--- config.mk ---
export PLATFORM = sky130hd
export DESIGN_NAME = crc16_framed_serial_receiver_core
export DESIGN_NICKNAME = d
export VERILOG_FILES = /design/src/crcfr_pkg.sv /design/src/crcfr_parser.sv /design/src/crc16_framed_serial_receiver_core.sv
export VERILOG_INCLUDE_DIRS = /design/src /design/src/src
export SDC_FILE = /design/constraint.sdc
export NUM_CORES = 1
export LEC_CHECK = 0
export CAP_MARGIN = 20
export CORE_MARGIN = 4
export CORE_UTILIZATION = 35
export CTS_BUF_LIST = sky130_fd_sc_hd__clkbuf_8
export CTS_CLUSTER_SIZE = 16
export DETAILED_ROUTE_END_ITERATION = 10
export DONT_BUFFER_PORTS = 1
export MAX_ROUTING_LAYER = met4
export PLACE_DENSITY = 0.6
export RECOVER_POWER = 100
export SYNTH_ARGS = -nofsm -noshare
export SYNTH_HDL_FRONTEND = slang
export SYNTH_SLANG_ARGS = --single-unit
export TNS_END_PERCENT = 30
--- constraint.sdc ---
create_clock -name clk -period 10.7 [get_ports clk]
set_clock_uncertainty 0.15 [all_clocks]
set_input_delay 2.14 -clock clk [delete_from_list [all_inputs] [get_ports clk]]
set_output_delay 2.14 -clock clk [all_outputs]
set_load 0.005 [all_outputs]
--- src/assert_macros.svh ---
// Assertion macros shared by the frame receiver modules.
`ifndef ASSERT_MACROS_SVH
`define ASSERT_MACROS_SVH

// Check a property at every rising clock edge outside reset.
`define ASSERT_AT(label, clk, rst_n, prop) \
    label: assert property (@(posedge clk) disable iff (!rst_n) prop) \
        else $error("assertion failed");

// Check that a condition never holds outside reset.
`define ASSERT_NEVER(label, clk, rst_n, cond) \
    `ASSERT_AT(label, clk, rst_n, !(cond))

`endif

--- src/crcfr_pkg.sv ---
// Types, constants and the CRC-16/ARC byte step for the frame receiver.
`timescale 1ns / 1ps

package crcfr_pkg;

    localparam int MAX_AREA_DEFAULT = 1024;

    localparam logic [15:0] CRC_POLY     = 16'hA001;
    localparam logic [7:0]  SYNC_FIRST_RESET  = 8'hAA;
    localparam logic [7:0]  SYNC_SECOND_RESET = 8'h55;
    localparam logic [31:0] LEN_SAT_LIMIT = 32'd2047;
    localparam logic [10:0] LEN_SAT_VALUE = 11'h7FF;

    localparam int CFG_INDEX_W = 8;
    localparam logic [CFG_INDEX_W-1:0] CFG_SYNC_FIRST  = 8'd0;
    localparam logic [CFG_INDEX_W-1:0] CFG_SYNC_SECOND = 8'd1;

    typedef enum logic [3:0] {
        PH_HUNT1 = 4'd0,
        PH_HUNT2 = 4'd1,
        PH_CMD   = 4'd2,
        PH_PAD   = 4'd3,
        PH_LEN0  = 4'd4,
        PH_LEN1  = 4'd5,
        PH_LEN2  = 4'd6,
        PH_LEN3  = 4'd7,
        PH_HCRC0 = 4'd8,
        PH_HCRC1 = 4'd9,
        PH_DATA  = 4'd10,
        PH_DCRC0 = 4'd11,
        PH_DCRC1 = 4'd12
    } phase_t;

    typedef enum logic [1:0] {
        ST_GOOD     = 2'd0,
        ST_HDR_BAD  = 2'd1,
        ST_DATA_BAD = 2'd2,
        ST_TOO_LONG = 2'd3
    } status_t;

    typedef struct packed {
        logic        payload_valid;
        logic [7:0]  payload_byte;
        logic [9:0]  payload_offset;
        logic        frame_done;
        status_t     frame_status;
        logic [7:0]  frame_command;
        logic [10:0] frame_length;
    } result_t;

    // One reflected CRC-16/ARC byte step, LSB first.
    function automatic logic [15:0] crc16_arc_byte(input logic [15:0] crc_in,
                                                   input logic [7:0]  data);
        logic [15:0] c;
        c = crc_in ^ {8'h00, data};
        for (int k = 0; k < 8; k++)
        begin
            c = c[0] ? ((c >> 1) ^ CRC_POLY) : (c >> 1);
        end
        return c;
    endfunction

    localparam logic [15:0] SYNC_CRC_RESET = crc16_arc_byte(16'h0000, SYNC_FIRST_RESET);

endpackage

--- src/crcfr_parser.sv ---
// Frame parser: phase machine, CRC check and per-byte result.
`timescale 1ns / 1ps
`include "assert_macros.svh"

module crcfr_parser #(
    parameter int MAX_AREA = crcfr_pkg::MAX_AREA_DEFAULT
) (
    input  logic                clk,
    input  logic                rst_n,
    input  logic                step,
    input  logic [7:0]          rx_byte,
    input  logic [7:0]          sync_first,
    input  logic [7:0]          sync_second,
    input  logic [15:0]         sync_crc,
    output crcfr_pkg::result_t  result
);
    import crcfr_pkg::*;

    localparam int AW = $clog2(MAX_AREA + 1);
    localparam int WW = (AW > 10) ? AW : 10;

    phase_t        phase_reg, phase_next;
    logic [15:0]   crc_reg, crc_next;
    logic [7:0]    cmd_reg, cmd_next;
    logic [7:0]    pad_reg, pad_next;
    logic [31:0]   len_reg, len_next;
    logic [AW-1:0] cnt_reg, cnt_next;
    logic [AW-1:0] end_reg, end_next;

    logic [15:0]   crc_upd;
    logic [32:0]   area_sum;
    logic          too_long;
    logic          area_empty;
    logic [AW-1:0] cnt_inc;
    logic          area_last;
    logic [WW-1:0] off_w;
    logic          in_payload;
    logic [10:0]   len_sat;
    phase_t        resync;

    // Shared datapath terms
    assign crc_upd    = crc16_arc_byte(crc_reg, rx_byte);
    assign area_sum   = {1'b0, len_reg} + 33'(pad_reg);
    assign too_long   = (len_reg > 32'(MAX_AREA)) || (area_sum > 33'(MAX_AREA));
    assign area_empty = (area_sum == 33'd0);
    assign cnt_inc    = cnt_reg + AW'(1);
    assign area_last  = (cnt_inc >= end_reg);
    assign in_payload = (WW'(cnt_reg) >= WW'(pad_reg));
    assign off_w      = WW'(cnt_reg) - WW'(pad_reg);
    assign len_sat    = (len_reg > LEN_SAT_LIMIT) ? LEN_SAT_VALUE : len_reg[10:0];
    assign resync     = (rx_byte == sync_first) ? PH_HUNT2 : PH_HUNT1;

    // Next phase
    always_comb
    begin
        phase_next = phase_reg;
        unique case (phase_reg)
            PH_HUNT1:
            begin
                if (rx_byte == sync_first)
                    phase_next = PH_HUNT2;
            end
            PH_HUNT2:
            begin
                if (rx_byte == sync_second)
                    phase_next = PH_CMD;
                else if (rx_byte != sync_first)
                    phase_next = PH_HUNT1;
            end
            PH_CMD:   phase_next = PH_PAD;
            PH_PAD:   phase_next = PH_LEN0;
            PH_LEN0, PH_LEN1, PH_LEN2, PH_LEN3:
                phase_next = phase_t'(phase_reg + 4'd1);
            PH_HCRC0: phase_next = PH_HCRC1;
            PH_HCRC1:
            begin
                if (crc_upd != 16'h0000 || too_long)
                    phase_next = resync;
                else if (area_empty)
                    phase_next = PH_DCRC0;
                else
                    phase_next = PH_DATA;
            end
            PH_DATA:
            begin
                if (area_last)
                    phase_next = PH_DCRC0;
            end
            PH_DCRC0: phase_next = PH_DCRC1;
            PH_DCRC1:
            begin
                if (crc_upd == 16'h0000)
                    phase_next = PH_HUNT1;
                else
                    phase_next = resync;
            end
            default:  phase_next = resync;
        endcase
    end

    // Frame fields and the result for this byte
    always_comb
    begin
        crc_next = crc_reg;
        cmd_next = cmd_reg;
        pad_next = pad_reg;
        len_next = len_reg;
        cnt_next = cnt_reg;
        end_next = end_reg;
        result.payload_valid  = 1'b0;
        result.payload_byte   = 8'h00;
        result.payload_offset = 10'd0;
        result.frame_done     = 1'b0;
        result.frame_status   = ST_GOOD;
        result.frame_command  = 8'h00;
        result.frame_length   = 11'd0;
        unique case (phase_reg)
            PH_HUNT1: ;
            PH_HUNT2:
            begin
                if (rx_byte == sync_second)
                    crc_next = crc16_arc_byte(sync_crc, sync_second);
            end
            PH_CMD:
            begin
                crc_next = crc_upd;
                cmd_next = rx_byte;
            end
            PH_PAD:
            begin
                crc_next = crc_upd;
                pad_next = rx_byte;
                len_next = 32'h0;
            end
            PH_LEN0, PH_LEN1, PH_LEN2, PH_LEN3:
            begin
                crc_next = crc_upd;
                len_next[{phase_reg[1:0], 3'b000} +: 8] = rx_byte;
            end
            PH_HCRC0: crc_next = crc_upd;
            PH_HCRC1:
            begin
                crc_next = crc_upd;
                if (crc_upd != 16'h0000)
                begin
                    result.frame_done    = 1'b1;
                    result.frame_status  = ST_HDR_BAD;
                    result.frame_command = cmd_reg;
                    result.frame_length  = len_sat;
                end
                else if (too_long)
                begin
                    result.frame_done    = 1'b1;
                    result.frame_status  = ST_TOO_LONG;
                    result.frame_command = cmd_reg;
                    result.frame_length  = len_sat;
                end
                else
                begin
                    crc_next = 16'h0000;
                    cnt_next = '0;
                    end_next = area_sum[AW-1:0];
                end
            end
            PH_DATA:
            begin
                crc_next = crc_upd;
                cnt_next = cnt_inc;
                if (in_payload)
                begin
                    result.payload_valid  = 1'b1;
                    result.payload_byte   = rx_byte;
                    result.payload_offset = off_w[9:0];
                end
            end
            PH_DCRC0: crc_next = crc_upd;
            PH_DCRC1:
            begin
                crc_next = crc_upd;
                result.frame_done    = 1'b1;
                result.frame_status  = (crc_upd == 16'h0000) ? ST_GOOD : ST_DATA_BAD;
                result.frame_command = cmd_reg;
                result.frame_length  = len_sat;
            end
            default: ;
        endcase
    end

    // Advance the frame state on each processed byte
    always_ff @(posedge clk or negedge rst_n)
    begin
        if (!rst_n)
        begin
            phase_reg <= PH_HUNT1;
            crc_reg   <= 16'h0000;
            cmd_reg   <= 8'h00;
            pad_reg   <= 8'h00;
            len_reg   <= 32'h0;
            cnt_reg   <= '0;
            end_reg   <= '0;
        end
        else if (step)
        begin
            phase_reg <= phase_next;
            crc_reg   <= crc_next;
            cmd_reg   <= cmd_next;
            pad_reg   <= pad_next;
            len_reg   <= len_next;
            cnt_reg   <= cnt_next;
            end_reg   <= end_next;
        end
    end

    // Area counter stays inside the accepted area; the data CRC phase returns to hunting
    `ASSERT_AT(a_cnt_in_area, clk, rst_n, (phase_reg == PH_DATA) |-> (cnt_reg < end_reg))
    `ASSERT_AT(a_end_bound, clk, rst_n, (phase_reg == PH_DATA) |-> (end_reg <= AW'(MAX_AREA)))
    `ASSERT_AT(a_dcrc_reports, clk, rst_n,
               (step && phase_reg == PH_DCRC1) |=> (phase_reg == PH_HUNT1 || phase_reg == PH_HUNT2))

endmodule

--- src/crc16_framed_serial_receiver_core.sv ---
// Top level of the CRC-16/ARC checked serial frame receiver.
//
//  channel | direction | handshake             | payload
//  --------+-----------+-----------------------+-------------------------------------
//  input   | in        | in_valid / in_ready   | rx_byte
//  output  | out       | out_valid / out_ready | payload_*, frame_* (one per byte)
//  config  | in        | cfg_valid / cfg_ready | cfg_index, cfg_data
//
//  One byte per cycle sustained while the skid entry is empty; each byte passes the input
//  register, then the parser stage with its CRC byte step, into the result register
//  of the output buffer.
//  Reset clears the frame state to hunting the first sync byte and loads the sync
//  values 0xAA and 0x55; configuration writes are always ready.
//  A two-entry output buffer holds results while the output stalls; in_ready drops
//  only when the skid entry is full.
`timescale 1ns / 1ps
`include "assert_macros.svh"

module crc16_framed_serial_receiver_core #(
    parameter int MAX_AREA = crcfr_pkg::MAX_AREA_DEFAULT
) (
    input  logic                                  clk,
    input  logic                                  rst_n,
    input  logic                                  in_valid,
    output logic                                  in_ready,
    input  logic [7:0]                            rx_byte,
    output logic                                  out_valid,
    input  logic                                  out_ready,
    output logic                                  payload_valid,
    output logic [7:0]                            payload_byte,
    output logic [9:0]                            payload_offset,
    output logic                                  frame_done,
    output logic [1:0]                            frame_status,
    output logic [7:0]                            frame_command,
    output logic [10:0]                           frame_length,
    input  logic                                  cfg_valid,
    output logic                                  cfg_ready,
    input  logic [crcfr_pkg::CFG_INDEX_W-1:0]     cfg_index,
    input  logic [7:0]                            cfg_data
);
    import crcfr_pkg::*;

    logic [7:0]  sync_first_reg;
    logic [7:0]  sync_second_reg;
    logic [15:0] sync_crc_reg;

    logic        s1_valid_reg;
    logic [7:0]  s1_byte_reg;

    result_t     result;
    result_t     head_reg;
    result_t     skid_reg;
    logic        head_valid_reg;
    logic        skid_valid_reg;

    logic        fire;
    logic        in_take;

    assign cfg_ready = 1'b1;
    assign fire      = s1_valid_reg && !skid_valid_reg;
    assign in_ready  = !s1_valid_reg || fire;
    assign in_take   = in_valid && in_ready;

    // Register writes; keep the CRC of the first sync byte alongside it
    always_ff @(posedge clk or negedge rst_n)
    begin
        if (!rst_n)
        begin
            sync_first_reg  <= SYNC_FIRST_RESET;
            sync_second_reg <= SYNC_SECOND_RESET;
            sync_crc_reg    <= SYNC_CRC_RESET;
        end
        else if (cfg_valid)
        begin
            unique case (cfg_index)
                CFG_SYNC_FIRST:
                begin
                    sync_first_reg <= cfg_data;
                    sync_crc_reg   <= crc16_arc_byte(16'h0000, cfg_data);
                end
                CFG_SYNC_SECOND: sync_second_reg <= cfg_data;
                default: ;
            endcase
        end
    end

    // Hold the accepted byte for the parser stage
    always_ff @(posedge clk or negedge rst_n)
    begin
        if (!rst_n)
            s1_valid_reg <= 1'b0;
        else if (in_take)
            s1_valid_reg <= 1'b1;
        else if (fire)
            s1_valid_reg <= 1'b0;
    end

    always_ff @(posedge clk)
    begin
        if (in_take)
            s1_byte_reg <= rx_byte;
    end

    crcfr_parser #(
        .MAX_AREA (MAX_AREA)
    ) u_parser (
        .clk         (clk),
        .rst_n       (rst_n),
        .step        (fire),
        .rx_byte     (s1_byte_reg),
        .sync_first  (sync_first_reg),
        .sync_second (sync_second_reg),
        .sync_crc    (sync_crc_reg),
        .result      (result)
    );

    // Output buffer: head entry drives the port, skid catches a stalled transaction
    always_ff @(posedge clk or negedge rst_n)
    begin
        if (!rst_n)
        begin
            head_valid_reg <= 1'b0;
            skid_valid_reg <= 1'b0;
        end
        else if (fire)
        begin
            if (head_valid_reg && !out_ready)
                skid_valid_reg <= 1'b1;
            else
                head_valid_reg <= 1'b1;
        end
        else if (head_valid_reg && out_ready)
        begin
            if (skid_valid_reg)
                skid_valid_reg <= 1'b0;
            else
                head_valid_reg <= 1'b0;
        end
    end

    always_ff @(posedge clk)
    begin
        if (fire)
        begin
            if (head_valid_reg && !out_ready)
                skid_reg <= result;
            else
                head_reg <= result;
        end
        else if (head_valid_reg && out_ready && skid_valid_reg)
        begin
            head_reg <= skid_reg;
        end
    end

    // Drive the result ports from the head entry
    assign out_valid      = head_valid_reg;
    assign payload_valid  = head_reg.payload_valid;
    assign payload_byte   = head_reg.payload_byte;
    assign payload_offset = head_reg.payload_offset;
    assign frame_done     = head_reg.frame_done;
    assign frame_status   = head_reg.frame_status;
    assign frame_command  = head_reg.frame_command;
    assign frame_length   = head_reg.frame_length;

    `ASSERT_AT(a_skid_behind_head, clk, rst_n, skid_valid_reg |-> head_valid_reg)
    `ASSERT_NEVER(a_payload_not_end, clk, rst_n, out_valid && payload_valid && frame_done)
    `ASSERT_AT(a_good_len_bound, clk, rst_n,
               (out_valid && frame_done && frame_status == ST_GOOD)
               |-> (32'(frame_length) <= 32'(MAX_AREA)))

endmodule

==> results of run 1 <==
-- worst paths after layout --
check / end / cells past startpoint / startpoint / slack [ns]
hold reg to reg: u_parser.end_reg[1] / 1 / u_parser.end_reg[1] / 0.35
hold / removal: u_parser.end_reg[1] / 1 / u_parser.end_reg[1] / 0.35
setup reg to reg: frame_command[4] / 11 / u_parser.pad_reg[0] / 5.01
max in group asynchronous: sync_first_reg[3] / 0 / rst_n / 9.02
setup / recovery: frame_command[4] / 11 / u_parser.pad_reg[0] / 5.01
min in group asynchronous: u_parser.end_reg[0] / 0 / rst_n / 1.14
-- layer usage --
metal,global-route usage,vias up,wire length [um]
li1,-,3868,-
met1,0.218,3908,12500
met2,0.240,244,12100
met3,0.0449,47,1900
met4,0.0402,0,529
met5,-,-,0
-- synth_stat cells, types with 17 or more instances --
| cell | n |
|---|---|
| ha_1 | 36 |
| mux2_2 | 28 |
| a22o_1 | 17 |
| a21oi_1 | 29 |
| o21ai_0 | 66 |
| dfrtp_1 | 102 |
| nand3_1 | 25 |
| o31ai_1 | 34 |
| edfxtp_1 | 90 |
| xor2_1 | 31 |
| inv_1 | 52 |
| clkbuf_1 | 36 |
| nand2_1 | 154 |
| nor2_1 | 96 |
| xnor2_1 | 54 |
| nor3_1 | 18 |
-- where the power goes --
| group | internal [uW] | total (uW) | leakage [uW] | switching, uW |
|---|---|---|---|---|
| sequential | 1090 | 1240 | 0.00240 | 154 |
| clock | 359 | 697 | 0.000419 | 337 |
| combinational | 368 | 1050 | 0.00210 | 686 |
| total | 1820 | 2990 | 0.00492 | 1180 |
-- cells in the final DEF (no fill, tap or decap), types with 7 or more instances in the layout --
cell | Yosys | layout
a21oi_1 | 29 | 30
a22o_1 | 17 | 17
a31oi_1 | 7 | 7
and2_1 | 8 | 7
and3_1 | 14 | 14
clkbuf_8 | 0 | 41
dfrtp_1 | 102 | 102
dfstp_2 | 16 | 16
edfxtp_1 | 90 | 90
ha_1 | 36 | 36
inv_1 | 52 | 66
mux2_2 | 28 | 28
nand2_1 | 154 | 154
nand2b_1 | 8 | 7
nand3_1 | 25 | 25
nand4_1 | 15 | 15
nor2_1 | 96 | 96
nor2b_1 | 15 | 15
nor3_1 | 18 | 18
nor4_1 | 16 | 16
o211ai_1 | 7 | 7
o21ai_0 | 66 | 72
o221ai_1 | 8 | 8
o31ai_1 | 34 | 36
xnor2_1 | 54 | 54
xor2_1 | 31 | 31
-- cells by family after synthesis --
| logic type | count (synthesis) | synth area share |
|---|---|---|
| flip-flops | 208 | 0.513 |
| XOR/XNOR | 87 | 0.0708 |
| adder cells (fa/ha/maj) | 38 | 0.0444 |
| AO/OA/AOI/OAI | 227 | 0.139 |
| buffers and inverters | 102 | 0.0372 |
| AND/OR/NAND/NOR | 389 | 0.161 |
| other | 1 | 0.000339 |
| multiplexers | 33 | 0.0335 |
-- per-stage QoR --
stage                     hold slack (ns)  worst slack [ns]  utilization
after detailed placement            0.335              6.25        0.369
after CTS                           0.350              6.28        0.392
after floorplan                     0.308              6.16            -
after global placement              0.325              6.36        0.369
after global routing                0.376              4.49        0.390
final                               0.350              5.01        0.390
-- layout make-up --
cell class              count  share of cell area
clock inverters            27              0.0115
flip-flops and latches    208               0.471
repair buffers              6             0.00249
multi-input cells         775               0.410
clock buffers              41              0.0468
inverters                  52              0.0162
well taps                 396              0.0411
diodes                      3            0.000623
==> impl_metrics.json, run 1 <==
{
  "vias": 8067,
  "cp.required_ns": 10.78,
  "cp.arrival_ns": 5.77,
  "synth_ff_type": "dfrtp_1",
  "numClockSinks": 208,
  "yosysTopAreaCellShare": 0.244,
  "stdcell_area_mm2": 0.0121,
  "area_growth_pct": 9.03,
  "vias_per_cell": 5.35,
  "gp_congestion": 0.903,
  "nets": 1147,
  "hpwl_um": 19200,
  "layout-drive-gt1-share": 0.0965,
  "multi_input_area_mm2": 0.00495,
  "grt_remaining_overflow": 0,
  "crit_type": "flop to flop",
  "ys_warn_count": 0,
  "num_rows": 64,
  "cts_buffer_depth": 3,
  "core_mm2": 0.0309,
  "rsz0062_at_grt": "no",
  "wl_per_cell_um": 17.9,
  "slowest_stage": "clkbuf_1",
  "seqCellArea_mm2": 0.00568,
  "syn_inst": 1085,
  "cp_num_buf_inv": 1,
  "antenna_left": 0,
  "largest_register_ffs": 41,
  "drc": 0,
  "synth_edf_count": 90,
  "yosysUniqueCellTypes": 72,
  "root_buffer": "clkbuf_8",
  "worstHoldPathType": "flop to flop",
  "die-height_um": 186,
  "initial_utilization": 0.358,
  "cp-end-kind": "flop",
  "setup_viol": 0,
  "post-route-min-period_ns": 5.69,
  "drtIter0Drc": 523,
  "fin_cells": 1508,
  "status": "complete, but fails checks",
  "post_cts_resized": 0,
  "crit_chain": "ha_1, fa_1, a211oi_1, o21ba_2, o21ai_1, or4_4, o31ai_1, a21oi_1, nor2_2, clkbuf_1, o21ai_0",
  "post-cts-setup-buffers": 0,
  "cp_max_fo": 40,
  "wirelength_um": 27000,
  "syn_nets": 1152,
  "ir_drop_v": 0.000140,
  "p_total_uw": 2990,
  "yosys-top-cells-area": "edfxtp_1 (24%), dfrtp_1 (23%), nand2_1 (5.2%)",
  "grt_max_degree": 119,
  "critPathTopFamily": "compound AO/OA/AOI/OAI gates",
  "drv_cap": 4,
  "grt_pass1_vias": 7783,
  "yosys.area.top_type": "edfxtp_1",
  "die-area_mm2": 0.0345,
  "cts_buffers": 37,
  "power_leakage_uw": 0.00492,
  "fmax_mhz": 176,
  "async_flop_share": 0.567,
  "relSlewSlack": -0.253,
  "violations": "capacitance limit, slew limit",
  "crit_path_start_kind": "flop",
  "grt_pass1_wl_um": 43000,
  "tightest_slew_ns": 1.88,
  "firstDrtPassIters": 5,
  "period_share": 0.532,
  "hold_viol": 0,
  "power_density_mw_per_mm2": 248,
  "cts.htree.levels": 2,
  "die_x_um": 186,
  "setup_tns_ns": 0,
  "syn-cell-area_mm2": 0.0111,
  "grtUsageTotal": 0.161,
  "hold_buffers": 0,
  "ios": 73,
  "cts_tree": "yes",
  "antenna_found_initial": 3,
  "clk_pin_slew_ns": 0.06,
  "slew_violations": 114,
  "ys_seq_area_frac": 0.513,
  "slowest_delay_ns": 1.14,
  "synth.avg_cell_area_um2": 10.2,
  "io_buffers": 0,
  "ys_seq_elements": 208,
  "nFillCells": 3039,
  "dp.cells": 1437,
  "clkLatencyLatePin_ns": 0.56,
  "placed_area_mm2": 0.0114
}
Power figures use the tool's default switching activity.
==> run 2: changes to the inputs <==
PLACE_DENSITY = 0.62   (was 0.6)
clock period = 4.9 ns   (was 10.7 ns; I/O delays follow)
==> run 2 against run 1 <==
- the flow still finishes with violations (capacitance limit, slew limit)
- design area grew 1.3%
- power increased by 130%
- count of clock-buffer cells in the layout up 3
- largest power group unchanged
- sequential power rose by 120%
- cell count up 0.33%
- flip-flop and latch count stayed put
- first-iteration DRC count up 14%
==> impl_metrics.json, run 2 (synthesis gave the netlist of run 1 again) <==
{
  "vias_per_cell": 5.32,
  "cts_buffer_depth": 3,
  "power_leakage_uw": 0.00499,
  "slew_violations": 221,
  "tightest_slew_ns": 3.19,
  "hpwl_um": 18700,
  "root_buffer": "clkbuf_8",
  "grtUsageTotal": 0.160,
  "path_common_cell": "xor2_1",
  "drtIter0Drc": 595,
  "cp_max_fo": 40,
  "rsz0062_at_grt": "no",
  "relSlewSlack": -1.13,
  "grt_max_degree": 103,
  "vias": 8044,
  "io_buffers": 0,
  "crit_path_start_kind": "flop",
  "largest_register_ffs": 41,
  "power_frac_comb": 0.346,
  "post-cts-setup-buffers": 0,
  "die-area_mm2": 0.0345,
  "cp.required_ns": 4.91,
  "nets": 1153,
  "grt_pass1_vias": 7872,
  "clkLatencyLatePin_ns": 0.56,
  "hold_ws_ns": 0.141,
  "core_mm2": 0.0309,
  "post-route-min-period_ns": 4.41,
  "drc": 0,
  "critPathTopFamily": "XOR/XNOR gates",
  "crit_type": "flop to flop",
  "cp-end-kind": "flop",
  "slowest_stage": "edfxtp_1",
  "grt_remaining_overflow": 0,
  "p_switching_uw": 2620,
  "cts_buffers": 38,
  "nFillCells": 3057,
  "firstDrtPassIters": 5,
  "numClockSinks": 208,
  "mostFrequentLayoutCells": "nand2_1 (154), dfrtp_1 (102), nor2_1 (95)",
  "wl_per_cell_um": 17.7,
  "period_share": 0.900,
  "ir_drop_v": 0.000313,
  "layout_commonest_cell": "nand2_1",
  "fmax_mhz": 227,
  "switching_share": 0.385,
  "setup_tns_ns": 0,
  "ios": 73,
  "violations": "capacitance limit, slew limit",
  "layout-drive-gt1-share": 0.105,
  "area_growth_pct": 10.5,
  "p_int_uw": 4180,
  "crit_chain": "xor2_1, xor2_1, xor2_1, xnor2_1, ha_1, xnor2_1, nand4_1, nor2_1, nand4_1, nor3_1, a21oi_2, nor2_2, buf_4, o31ai_1",
  "die-height_um": 186,
  "slowest_delay_ns": 0.56,
  "cp_num_buf_inv": 1,
  "cts_tree": "yes",
  "seqPwrFrac": 0.397,
  "antenna_left": 0,
  "hold_viol": 0,
  "clk_pin_slew_ns": 0.06,
  "cts.htree.levels": 2,
  "gp_congestion": 0.889,
  "setup_viol": 0,
  "cp.arrival_ns": 4.42,
  "power_density_mw_per_mm2": 557,
  "wirelength_um": 26700,
  "num_rows": 64,
  "grt_pass1_wl_um": 43200,
  "worstHoldPathType": "primary input to async pin",
  "die_x_um": 186,
  "initial_utilization": 0.358,
  "status": "complete, but fails checks",
  "drv_cap": 5,
  "antenna_found_initial": 2,
  "clockPowerShare": 0.257
}
-- run 2: cell count changes in the layout (fill, tap and decap cells not counted), moves of 2 or more --
| cell | delta |
|---|---|
| clkbuf_2 | +2 |
| diode_2 | -2 |
| bufinv_16 | +3 |
| clkinv_2 | -4 |
| clkbuf_8 | +3 |
| buf_4 | +3 |
-- run 2: repair_timing --
item	CTS	global route
hold buffers	1	0
resized for setup	0	0
endpoints found under the hold margin	102	0
-- run 2: per-layer routing --
metal	routed length, um	global-route usage	part of all wire
met4	529	0.0428	0.020
met5	0	-	0
met1	12600	0.220	0.47
met2	11800	0.240	0.44
met3	1800	0.0375	0.067
-- run 2: worst paths after layout --
check / startpoint / slack [ns] / cells after the start / to
min in group clk: u_parser.end_reg[8] / 0.34 / 1 / u_parser.end_reg[8]
min reg2reg: u_parser.end_reg[8] / 0.34 / 1 / u_parser.end_reg[8]
min: rst_n / 0.14 / 0 / sync_crc_reg[14]
max in group asynchronous: rst_n / 1.90 / 1 / s1_valid_reg
max reg2reg: s1_byte_reg[3] / 0.49 / 14 / frame_length[8]
max: s1_byte_reg[3] / 0.49 / 14 / frame_length[8]
-- run 2: final cells by class --
type	instances	area [um2]	share of cell area
sequential	208	5680	0.465
timing repair buffer	11	62.6	0.00512
tap	396	495	0.0406
multi-input combinational	775	4970	0.407
antenna	1	2.50	0.000205
inverter	52	195	0.0160
clock buffer	44	606	0.0496
clock inverter	26	210	0.0172
-- run 2: power groups by stage --
stage	Clock, uW	Sequential [uW]	Combinational [uW]
6_report	1750	2700	2360
5_1_grt	1880	2760	2680
4_1_cts	1790	2700	2370
3_5_place_dp	0	2730	2340
3_3_place_gp	0	2720	2310
2_1_floorplan	0	2600	1850
-- run 2: worst register-to-register path, cell delays in order (launching register included) --
cell,delay (ns)
edfxtp_1,0.56
xor2_1,0.28
xor2_1,0.29
xor2_1,0.21
xnor2_1,0.18
ha_1,0.30
xnor2_1,0.21
nand4_1,0.12
nor2_1,0.10
nand4_1,0.27
nor3_1,0.40
a21oi_2,0.28
nor2_2,0.16
buf_4,0.35
o31ai_1,0.17
-- run 2: stage by stage --
stage | instances | total power (uW) | instance area [um2] | setup WS (ns) | utilization
after floorplan | 1085 | 4440 | 11100 | 1.25 | -
after global placement | 1440 | 5030 | 11400 | 0.780 | 0.369
after detailed placement | 1440 | 5070 | 11400 | 0.589 | 0.369
after CTS | 1511 | 6870 | 12300 | 0.597 | 0.397
after global routing | 1513 | 7310 | 12200 | 0.140 | 0.395
final | 1513 | 6810 | 12200 | 0.489 | 0.395
==> run 3: changes to the inputs <==
PLACE_DENSITY = 0.53   (was 0.62)
==> run 3 against run 2 <==
- the flow still finishes with violations (capacitance limit, slew limit)
- combinational power hardly changed
- power is 1.8% lower
- first-iteration DRC count rose by 5.2%
- fmax up 0.33%
- critical path depth unchanged
- die area did not move
- non-clock buffer count increased by 2
- largest cell class unchanged
- largest power group unchanged
==> impl_metrics.json, run 3 (synthesis gave the netlist of run 1 again) <==
{
  "relSlewSlack": -1.17,
  "firstDrtPassIters": 5,
  "power_density_mw_per_mm2": 550,
  "cp.arrival_ns": 4.66,
  "grt_pass1_vias": 7671,
  "slowest_delay_ns": 0.55,
  "diodes": 0,
  "setup_tns_ns": 0,
  "initial_utilization": 0.358,
  "slew_violations": 259,
  "power_leakage_uw": 0.00497,
  "cp_max_fo": 11,
  "clk_pin_slew_ns": 0.06,
  "clockPowerShare": 0.238,
  "io_buffers": 0,
  "stdcell_area_mm2": 0.0121,
  "cp_num_buf_inv": 1,
  "drtIter0Drc": 626,
  "grt_max_degree": 103,
  "p_total_uw": 6680,
  "mostFrequentLayoutCells": "nand2_1 (154), dfrtp_1 (102), nor2_1 (96)",
  "cp.required_ns": 5.16,
  "hpwl_um": 19500,
  "violations": "capacitance limit, slew limit",
  "cts_buffers": 38,
  "slowest_stage": "edfxtp_1",
  "p_switching_uw": 2620,
  "drv_cap": 5,
  "die-area_mm2": 0.0345,
  "hold_viol": 0,
  "rsz0062_at_grt": "no",
  "cts_buffer_depth": 3,
  "post-route-min-period_ns": 4.40,
  "grt_remaining_overflow": 0,
  "crit_chain": "xnor2_1, xor2_1, xor2_1, xnor2_1, ha_1, xnor2_1, nand4_1, nor2_1, nand4_1, nor3_1, nand4_1, nor2_1, clkbuf_1, mux2_2",
  "layout-drive-gt1-share": 0.101,
  "ir_drop_v": 0.000206,
  "wl_per_cell_um": 18.4,
  "crit_path_start_kind": "flop",
  "numClockSinks": 208,
  "grtUsageTotal": 0.166,
  "p_int_uw": 4060,
  "ios": 73,
  "nets": 1155,
  "grt_pass1_wl_um": 44100,
  "seqPwrFrac": 0.405,
  "wirelength_um": 27900,
  "placed_area_mm2": 0.0115,
  "antenna_found_initial": 0,
  "root_buffer": "clkbuf_8",
  "drc": 0,
  "worstHoldPathType": "primary input to async pin",
  "tightest_slew_ns": 3.25,
  "critPathTopFamily": "XOR/XNOR gates",
  "crit_type": "flop to flop",
  "largest_register_ffs": 41,
  "switching_share": 0.392,
  "clkLatencyLatePin_ns": 0.54,
  "cp-end-kind": "flop",
  "fmax_mhz": 227,
  "layout_commonest_cell": "nand2_1",
  "period_share": 0.897,
  "die-height_um": 186,
  "num_rows": 64,
  "gp_congestion": 0.888,
  "antenna_left": 0,
  "vias_per_cell": 5.29,
  "cts_tree": "yes",
  "post-cts-setup-buffers": 0,
  "setup_viol": 0,
  "status": "complete, but fails checks",
  "cts.htree.levels": 2,
  "power_frac_comb": 0.357,
  "vias": 8015,
  "die_x_um": 186,
  "core_mm2": 0.0309,
  "area_growth_pct": 9.79
}
## run 3: cell count changes in the layout (fill, tap and decap cells not counted), sizes merged
cell,before,now
buf,5,6
bufinv,3,1
inv,67,70
diode,1,0
## run 3: power groups by stage
stage	sequential, uW	clock (uW)	combinational (uW)
final	2710	1590	2380
after global routing	2760	1730	2690
after CTS	2700	1650	2430
after detailed placement	2730	0	2400
after global placement	2730	0	2350
after floorplan	2600	0	1850
## run 3: cell type report
| class | instances | area [um2] |
|---|---|---|
| Inverter | 52 | 195 |
| Sequential cell | 208 | 5680 |
| Tap cell | 396 | 495 |
| Timing Repair Buffer | 13 | 72.6 |
| Clock buffer | 43 | 592 |
| Fill cell | 3054 | 18800 |
| Multi-Input combinational cell | 775 | 4960 |
| Clock inverter | 27 | 145 |
## run 3: worst paths after layout
| path | depth (start not counted) | slack, ns | to | startpoint |
|---|---|---|---|---|
| max | 14 | 0.50 | u_parser.end_reg[5] | s1_byte_reg[2] |
| min | 0 | 0.14 | sync_first_reg[5] | rst_n |
| max reg2reg | 14 | 0.50 | u_parser.end_reg[5] | s1_byte_reg[2] |
| min reg2reg | 1 | 0.34 | u_parser.end_reg[9] | u_parser.end_reg[9] |
| max in group asynchronous | 1 | 1.83 | u_parser.crc_reg[6] | rst_n |
| min in group clk | 1 | 0.34 | u_parser.end_reg[9] | u_parser.end_reg[9] |
## run 3: metal layers
metal / global-route usage / wire length [um] / vias to the layer above
li1: - / - / 3884
met1: 0.237 / 13600 / 3845
met2: 0.247 / 12500 / 236
met3: 0.0276 / 1280 / 50
met4: 0.0443 / 535 / 0
met5: - / 0 / -
## run 3: timing repair
item / CTS / global route
resized for setup: 0 / 0
endpoints found under the setup margin: 0 / 0
hold endpoints to repair: 102 / 0
hold buffers: 1 / 0
## run 3: through the flow
stage	instances	hold slack, ns	setup slack [ns]	util
finish	1514	0.140	0.503	0.393
global route	1514	0.111	0.147	0.393
CTS	1513	0.106	0.658	0.395
detailed placement	1442	0.329	0.681	0.371
global placement	1441	0.323	0.846	0.370
floorplan	1085	0.308	1.25	-
